==> config.mk <==
export PLATFORM = sky130hd
export DESIGN_NAME = fpsl_ctrl
export DESIGN_NICKNAME = d
export VERILOG_FILES = /design/src/sv/fpsl_pkg.sv /design/src/sv/fpsl_ctrl.sv
export SDC_FILE = /design/constraint.sdc
export NUM_CORES = 1
export LEC_CHECK = 0
export ABC_AREA = 1
export BUFFER_PORTS_ARGS = -buffer_cell sky130_fd_sc_hd__buf_2
export CORE_UTILIZATION = 41
export CTS_CLUSTER_SIZE = 30
export DETAILED_ROUTE_END_ITERATION = 8
export GPL_ROUTABILITY_DRIVEN = 0
export PLACE_DENSITY = 0.67
export SYNTH_ARGS = -nofsm -noshare
export SYNTH_HDL_FRONTEND = slang
export SYNTH_SLANG_ARGS = --single-unit
==> constraint.sdc <==
create_clock -name clk -period 1.7 [get_ports clk]
set_input_delay 0.085 -clock clk [delete_from_list [all_inputs] [get_ports clk]]
set_output_delay 0.085 -clock clk [all_outputs]
set_load 0.02 [all_outputs]
==> src/sv/fpsl_pkg.sv <==
//------------------------------------------------------------------------------
// fpsl_pkg
// Shared types and constants for the fog parameter slew limiter.
//------------------------------------------------------------------------------
package fpsl_pkg;

    localparam logic [1:0] MODE_EASE    = 2'd0;
    localparam logic [1:0] MODE_NOSKY   = 2'd1;
    localparam logic [1:0] MODE_SCRATCH = 2'd2;

    localparam logic [1:0] REG_SNAP   = 2'd0;
    localparam logic [1:0] REG_SCALE  = 2'd1;
    localparam logic [1:0] REG_MARGIN = 2'd2;

    localparam logic [31:0] SNAP_RESET   = 32'd983040;
    localparam logic [15:0] SCALE_RESET  = 16'd3277;
    localparam logic [15:0] MARGIN_RESET = 16'd7;
    localparam logic [15:0] SCREEN_ONE   = 16'h8000;
    localparam int          SQRT_STEPS   = 32;

    typedef struct packed {
        logic [1:0]         player_slot;
        logic [1:0]         request_mode;
        logic signed [31:0] cam_x;
        logic signed [31:0] cam_y;
        logic signed [31:0] cam_z;
        logic [31:0]        target_near;
        logic [31:0]        target_far;
        logic [15:0]        target_density;
        logic [15:0]        target_red;
        logic [15:0]        target_green;
        logic [15:0]        target_blue;
        logic               screen_target_on;
    } fog_in_t;

    typedef struct packed {
        logic [31:0] out_near;
        logic [31:0] out_far;
        logic [15:0] out_density;
        logic [15:0] out_red;
        logic [15:0] out_green;
        logic [15:0] out_blue;
        logic [15:0] out_screen;
    } fog_out_t;

    typedef struct packed {
        logic [31:0] near_d;
        logic [31:0] far_d;
        logic [15:0] dens;
        logic [15:0] red;
        logic [15:0] green;
        logic [15:0] blue;
        logic [15:0] screen;
    } fog_vals_t;

    // controller to datapath
    typedef struct packed {
        logic load;
        logic sq_x;
        logic sq_y;
        logic sq_z;
        logic sqrt_init;
        logic sqrt_step;
        logic cstep;
        logic finish;
    } fpsl_cmd_t;

    // datapath to controller
    typedef struct packed {
        logic need_dist;
        logic sqrt_last;
    } fpsl_sts_t;

endpackage

==> src/sv/fpsl_ctrl.sv <==
//------------------------------------------------------------------------------
// fpsl_ctrl
// Sequencer: load; for ease items square three axes, root iterations, colour step; finish.
//------------------------------------------------------------------------------
module fpsl_ctrl
    import fpsl_pkg::*;
(
    input  logic      clk,
    input  logic      rst_n,
    input  logic      in_valid,
    output logic      in_ready,
    output logic      out_valid,
    input  logic      out_ready,
    input  fpsl_sts_t sts,
    output fpsl_cmd_t cmd
);

    typedef enum logic [7:0] {
        S_IDLE  = 8'b00000001,
        S_SQX   = 8'b00000010,
        S_SQY   = 8'b00000100,
        S_SQZ   = 8'b00001000,
        S_ROOT  = 8'b00010000,
        S_CSTEP = 8'b00100000,
        S_FIN   = 8'b01000000,
        S_OUT   = 8'b10000000
    } state_t;

    state_t state_reg, state_next;

    assign in_ready  = (state_reg == S_IDLE);
    assign out_valid = (state_reg == S_OUT);

    always_comb
    begin
        state_next = state_reg;
        cmd        = '0;
        unique case (state_reg)
            S_IDLE:
            begin
                if (in_valid)
                begin
                    cmd.load   = 1'b1;
                    state_next = S_SQX;
                end
            end
            S_SQX:
            begin
                if (sts.need_dist)
                begin
                    cmd.sq_x   = 1'b1;
                    state_next = S_SQY;
                end
                else
                begin
                    state_next = S_FIN;
                end
            end
            S_SQY:
            begin
                cmd.sq_y   = 1'b1;
                state_next = S_SQZ;
            end
            S_SQZ:
            begin
                cmd.sq_z      = 1'b1;
                cmd.sqrt_init = 1'b1;
                state_next    = S_ROOT;
            end
            S_ROOT:
            begin
                cmd.sqrt_step = 1'b1;
                if (sts.sqrt_last)
                begin
                    state_next = S_CSTEP;
                end
            end
            S_CSTEP:
            begin
                cmd.cstep  = 1'b1;
                state_next = S_FIN;
            end
            S_FIN:
            begin
                cmd.finish = 1'b1;
                state_next = S_OUT;
            end
            S_OUT:
            begin
                if (out_ready)
                begin
                    state_next = S_IDLE;
                end
            end
            default:
            begin
                state_next = S_IDLE;
            end
        endcase
    end

    always_ff @(posedge clk or negedge rst_n)
    begin
        if (!rst_n)
        begin
            state_reg <= S_IDLE;
        end
        else
        begin
            state_reg <= state_next;
        end
    end

endmodule

* Word-level counts from Yosys, hierarchy flattened
Cells that the tools add are included.
** Storage, ports and cells
- Register bits :: 8
- Input bits :: 6
- Output and inout bits :: 10
- Logic and storage cells :: 27
** Operators by class
- Eq/ne operators :: 11
- Multiplexer cells :: 14
- Reductions and logical operators :: 1
** Operator list (number)
- $pmux 8 s8 :: 1
- $mux 8 :: 3
- $eq 8x1->1 const B :: 1
- $eq 8x2->1 const B :: 1
- $eq 8x3->1 const B :: 1
- $eq 8x4->1 const B :: 1
- $eq 8x5->1 const B :: 1
- $eq 8x6->1 const B :: 1
- $eq 8x7->1 const B :: 1
- $eq 8x8->1 const B :: 1
- $mux 1 :: 8
- $mux 7 :: 1
- $ne 2x2->1 const B :: 2
- $reduce_and 3->1 :: 1
- $mux 2 :: 1
- $ne 2x1->1 const B :: 1

* Logic depth before layout (Yosys ltp)
Gate-level depths: netlist of run 1.
- Word-level depth :: 3
- Gate-level depth with buffers :: 9
- Depth with buffers taken out :: 9

* Worst setup path after synthesis of run 1
No wires, ideal clock.
- Path type :: register to register
- From :: reg state_reg[2]
- To :: reg state_reg[0]
- Setup time :: 75 ps
- Arrival :: 1257 ps
- Data required time :: 1625 ps
- Setup slack :: 367 ps
- Cell stages (with the launch flop) :: 9
- Buffers on the path :: 0
- Clock period less this slack :: 1333 ps
- Path through :: dfrtp_1 > nor2_4 > nand2_4 > nor2_1 > nor2_1 > nand2_1 > nor2_1 > nand2_1 > nand2_1
** Between the ends
- Longest elaborated chain between the ends :: 3
- Elaborated cells between the ends (all ways) :: 13
- Classes of those cells :: 11 x eq/ne; 1 x mux; 1 x reduce/logical
** Ends and longest elaborated chain
- start, declared :: RTL line fpsl_ctrl.sv:29 : state_t state_reg, state_next;
- start signal, assigned :: RTL line fpsl_ctrl.sv:110 : state_reg <= state_next;
- $eq 8x5->1, or another cell as far along :: RTL line fpsl_ctrl.sv:38 : unique case (state_reg)
- $ne 2x2->1 (no line) or $ne 2x1->1 (tied branches)
- $reduce_and 3->1 (no line)
Several ways; a longest one is shown, not always the timed one.
A chain may end at the register's enable or synchronous reset.

==> results.py, run 1 <==
metrics = {
    "outcome": {
        "status": "completed",
    },
    "finish": {
        "final_cells": 105,
        "nets": 98,
        "antenna_cells": 0,
        "syn2layout_area_growth_pct": 22.7,
        "drive_above_1_share_pct": 35.2,
        "largest_reg_flops": 8,
        "utilization_pct": 56.8,
        "fill_cells": 120,
    },
    "sta": {
        "max_slew_margin_pct": 87.0,
        "skew_ns": 0.00721,
        "worst_pin_slew_ns": 0.196,
        "period_share_pct": 92.1,
        "finalHoldViolCount": 0,
        "final.min_clock_period_ns": 1.57,
        "setup-violations-final": 0,
        "rsz0062_at_grt": "false",
        "hold-worst-slack_ns": 0.0241,
        "finalSetupTns_ns": 0,
        "slew_violations": 0,
        "fmax_ghz": 0.639,
    },
    "clock_tree": {
        "htreeDepth": 1,
        "cts_buffer_depth": 2,
        "cts_root_buffer": "clkbuf_4",
        "path_clk_slew_ns": 0.06,
        "cts_made_buffers": 3,
        "cts_tree": "yes",
        "clock_sinks": 8,
        "clk-insertion-delay-late_ns": 0.26,
        "post_cts_buffers": 0,
    },
    "yosys": {
        "yosysWarningCount": 0,
        "netlist_instances": 72,
        "synth_nets": 78,
        "ys_seq_elements": 8,
        "synth.cell_area_sq_um": 536,
        "ys_seq_area_share_pct": 37.6,
        "synth_cell_types": 16,
        "synth.avg_cell_area_sq_um": 7.44,
    },
    "critical_path": {
        "critPathArrivalTime_ns": 1.48,
        "crit_fanout": 5,
        "cp_common_cell": "nor2_1",
        "max_stage_delay_ns": 0.42,
        "worst_setup_path_start_kind": "register",
        "cp_data_required_time_ns": 1.62,
        "crit_start": "state_reg[2]",
        "timing.rr.end": "state_reg[0]",
        "crit_slowest_cell": "dfrtp_1",
        "end_kind": "output pin",
        "crit_chain": "nor2_4, nand3_1, nor2_1, inv_1, nor2_1, buf_2",
        "r2r_cells": 9,
        "worstReg2RegStart": "state_reg[0]",
        "worst-r2r-setup-slack_ns": 0.45,
        "crit_type": "reg2out",
    },
    "routing": {
        "drc": 0,
        "drt_first_pass_iters": 4,
        "routed_wl_microns": 1000,
        "antenna_left": 0,
        "drtIter0Drc": 10,
        "via_per_inst": 4.60,
        "avgRoutedWirePerCell_microns": 9.53,
        "vias": 483,
    },
    "worst_hold_path": {
        "worst_hold_path.endpoint": "state_reg[6]",
        "holdCritStartpoint": "sts[1]",
        "hold_class": "in2reg",
        "hold_depth": 2,
    },
    "power_and_ir_drop": {
        "ir_worst_vdd_mv": 0.774,
        "power_density_nw_per_um2": 1330,
        "p_total_uw": 872,
        "p_leak_uw": 0.000402,
    },
    "die": {
        "core_sq_um": 1160,
        "row_count": 12,
        "dieHeight_microns": 38.1,
        "initial_core_util_pct": 46.3,
        "dieArea_sq_um": 1450,
        "ios": 16,
        "fp.dieW_microns": 38.1,
    },
    "placement": {
        "dp.cells": 100,
        "numPortBuffers": 15,
        "dp_hpwl_microns": 821,
    },
    "flow_run": {
        "cap_violations": 0,
    },
    "grt": {
        "grt_pass1_vias": 438,
        "grt_pass1_wl_microns": 1730,
        "grt_max_degree": 9,
        "track_usage_pct": 17.3,
        "grt_overflow": 0,
        "antenna_found_initial": 0,
    },
}
==> layout by cell type, fill, tap and decap left out, drive strengths merged <==
| master | netlist | final |
|---|---|---|
| o21ai | 1 | 1 |
| dfrtp | 7 | 7 |
| inv | 16 | 16 |
| nor2 | 22 | 22 |
| nand2 | 13 | 13 |
| o22ai | 1 | 1 |
| dlygate4sd3 | 0 | 1 |
| nor3 | 4 | 4 |
| dfstp | 1 | 1 |
| nand3 | 3 | 3 |
| clkbuf | 0 | 4 |
| nand4 | 3 | 3 |
| buf | 1 | 15 |
==> critical path, delay by kind of cell, from the launching register on <==
kind                   cells  cell delay [ns]
AND/OR/NAND/NOR            4             0.55
flip-flops                 1             0.42
buffers and inverters      2             0.26
==> power breakdown <==
part	internal (uW)	leakage (uW)	total [uW]	switching [uW]
combinational	150	0.000280	434	284
clock	90.1	0.0000150	160	69.5
sequential	236	0.000107	278	42.3
total	476	0.000402	872	396
==> layout make-up <==
class	count	area (sq um)	share of cell area (%)
tap	14	17.5	2.67
sequential	8	201	30.7
inverter	16	60.1	9.14
clock buffer	4	26.3	4.00
timing repair buffer	16	85.1	13.0
multi-input combinational	47	267	40.6
==> per-stage QoR <==
stage / cell area, sq um / setup WS, ns
after floorplan: 536 / 0.367
after global placement: 621 / 0.459
after detailed placement: 621 / 0.440
after CTS: 657 / 0.156
after global routing: 657 / 0.0229
final: 657 / 0.135
==> synth_stat cells <==
library cell	instances	area share (%)
inv_2	1	0.70
o21ai_0	1	0.93
inv_1	15	11
nand2_4	2	4.2
nand3_1	3	2.8
nor2_4	6	13
nand4_1	3	3.5
nor2_1	14	9.8
nor3_1	4	3.7
nand2_1	9	6.3
o22ai_1	1	1.2
nor2_2	2	2.3
nand2_2	2	2.3
dfstp_2	1	4.9
buf_4	1	1.4
dfrtp_1	7	33
==> worst max-delay path by stage <==
stage | slack (ns) | to | cells past startpoint
2_1_floorplan | 0.37 | state_reg[0] | 8
5_1_grt | 0.02 | cmd[6] | 6
4_1_cts | 0.16 | cmd[6] | 6
3_3_place_gp | 0.46 | cmd[6] | 6
3_5_place_dp | 0.44 | cmd[6] | 6
6_report | 0.13 | cmd[6] | 6
==> cell families after synthesis <==
| group | synth area share [%] |
|---|---|
| AOI/OAI and AO/OA | 2.10 |
| DFF | 37.6 |
| and+or+nand+nor | 47.7 |
| buffers and inverters | 12.6 |
==> metal layers <==
metal  global-route usage (%)  part of all wire, %  up-vias
met5                        0                    0        -
met4                     8.04                    0        0
met3                     3.49                  5.4        0
met2                     28.4                   47       13
met1                     21.5                   48      213
li1                         -                    -      257
==> timing repair <==
action	in CTS	in global routing
resized for setup	0	0
hold endpoints to repair	8	0
endpoints found under the setup margin	0	0
hold buffers	1	0
No activity file was read; power rests on OpenSTA's default activity.
==> run 2: changes to the inputs <==
--- a/config.mk
+++ b/config.mk
@@ -8,10 +8,11 @@
 export ABC_AREA = 1
 export BUFFER_PORTS_ARGS = -buffer_cell sky130_fd_sc_hd__buf_2
 export CORE_UTILIZATION = 41
-export CTS_CLUSTER_SIZE = 30
+export CTS_CLUSTER_SIZE = 28
 export DETAILED_ROUTE_END_ITERATION = 8
 export GPL_ROUTABILITY_DRIVEN = 0
-export PLACE_DENSITY = 0.67
+export PLACE_DENSITY = 0.64
+export SETUP_SLACK_MARGIN = 0.5
 export SYNTH_ARGS = -nofsm -noshare
 export SYNTH_HDL_FRONTEND = slang
 export SYNTH_SLANG_ARGS = --single-unit
==> results.py, run 2 (same netlist as run 1, synthesis figures left out) <==
metrics = {
    "critical_path": {
        "crit_chain": "nor2_4, nand2_4, nor2_4, inv_2, nor2_2, buf_6",
        "worst_setup_path_start_kind": "register",
        "crit_type": "reg2out",
        "crit_fanout": 4,
        "max_stage_delay_ns": 0.42,
        "cp_data_required_time_ns": 1.62,
        "cp_common_cell": "nor2_4",
        "end_kind": "output pin",
        "crit_slowest_cell": "dfrtp_1",
        "critPathArrivalTime_ns": 1.38,
    },
    "die": {
        "fp.dieW_microns": 38.1,
        "core_sq_um": 1160,
        "ios": 16,
        "dieArea_sq_um": 1450,
        "row_count": 12,
        "initial_core_util_pct": 46.3,
        "dieHeight_microns": 38.1,
    },
    "sta": {
        "fmax_ghz": 0.684,
        "final.min_clock_period_ns": 1.46,
        "max_slew_margin_pct": 86.1,
        "finalHoldViolCount": 0,
        "skew_ns": 0.00659,
        "rsz0062_at_grt": "true",
        "worst_pin_slew_ns": 0.209,
        "hold-worst-slack_ns": 0.00713,
        "finalSetupTns_ns": 0,
        "slew_violations": 0,
        "setup-violations-final": 0,
        "period_share_pct": 86.0,
    },
    "routing": {
        "antenna_left": 0,
        "avgRoutedWirePerCell_microns": 13.4,
        "vias": 590,
        "routed_wl_microns": 1610,
        "drtIter0Drc": 25,
        "drc": 0,
        "via_per_inst": 4.92,
        "drt_first_pass_iters": 5,
    },
    "placement": {
        "numPortBuffers": 15,
        "dp_hpwl_microns": 830,
        "place_area_sq_um": 636,
    },
    "finish": {
        "nets": 113,
        "fill_cells": 75,
        "syn2layout_area_growth_pct": 68.9,
        "utilization_pct": 78.2,
        "final_common_cell": "buf_4",
        "fin_area_sq_um": 905,
        "antenna_cells": 0,
        "largest_reg_flops": 8,
        "drive_above_1_share_pct": 58.5,
        "final_cell_mix": "buf_4, inv_1, nor2_1, buf_6, nor2_4",
    },
    "power_and_ir_drop": {
        "power_density_nw_per_um2": 1290,
        "ir_worst_vdd_mv": 1.10,
        "p_total_uw": 1160,
        "p_leak_uw": 0.000486,
    },
    "grt": {
        "grt_max_degree": 9,
        "grt_pass1_wl_microns": 2360,
        "grt_pass1_vias": 531,
        "grt_overflow": 0,
        "track_usage_pct": 24.5,
        "antenna_found_initial": 0,
    },
    "clock_tree": {
        "cts_tree": "yes",
        "clk-insertion-delay-late_ns": 0.27,
        "cts_buffer_depth": 2,
        "cts_root_buffer": "clkbuf_4",
        "cts_made_buffers": 3,
        "htreeDepth": 1,
        "clock_sinks": 8,
        "path_clk_slew_ns": 0.06,
    },
    "flow_run": {
        "cap_violations": 0,
    },
    "outcome": {
        "status": "completed",
    },
    "worst_hold_path": {
        "hold_class": "in2reg",
    },
}
## run 2: cell types whose count changed in the layout (fill, tap and decap cells not counted), sizes merged
cell | previous run | this run
buf | 15 | 30
## run 2: routing by layer
| metal | vias to the layer above | global-route usage [%] | share of wire, % |
|---|---|---|---|
| met1 | 277 | 28.4 | 39 |
| met4 | 0 | 8.04 | 2.4 |
| met3 | 7 | 5.23 | 5.4 |
| met5 | - | 0 | 0 |
| li1 | 285 | - | - |
| met2 | 21 | 44.1 | 54 |
## run 2: cell type report
cell class | instances | area (sq um) | share of cell area, %
clock buffer | 4 | 26.3 | 2.90
inverter | 16 | 60.1 | 6.64
multi-input combinational | 47 | 335 | 37.1
sequential | 8 | 201 | 22.3
tap | 14 | 17.5 | 1.94
timing repair buffer | 31 | 264 | 29.2
## run 2: worst max-delay path: cells and delay by family, from the launching register on
kind | cells | cell delay (ns)
simple gates | 4 | 0.51
flops | 1 | 0.42
buf+inv | 2 | 0.18
## run 2: timing repair
item	in CTS	in global routing
hold buffers	1	0
pin swaps	11	8
gates resized for setup	30	7
hold endpoints to repair	8	0
buffers inserted	12	3
setup endpoints to repair	12	15
## run 2: where the power goes
group | leakage [uW] | total (uW) | internal (uW) | switching (uW)
registers | 0.000107 | 281 | 236 | 44.5
logic | 0.000364 | 715 | 321 | 394
clock network | 0.0000150 | 168 | 90.6 | 77.0
## run 2: path summary, 6_finish.rpt
path	slack (ns)	depth (start not counted)	from	to
setup / recovery	0.24	6	state_reg[7]	cmd[6]
hold / removal	0.007	2	sts[1]	state_reg[6]
setup reg to reg	0.32	10	state_reg[7]	state_reg[0]
hold reg to reg	0.66	4	state_reg[0]	state_reg[1]
max in group asynchronous	1.25	2	rst_n	state_reg[0]
min in group asynchronous	0.20	2	rst_n	state_reg[3]
## run 2: through the flow
stage          setup slack (ns)  instances
2_1_floorplan             0.422         72
3_3_place_gp              0.458        100
3_5_place_dp              0.453        100
4_1_cts                   0.295        117
5_1_grt                   0.159        120
6_report                  0.238        120
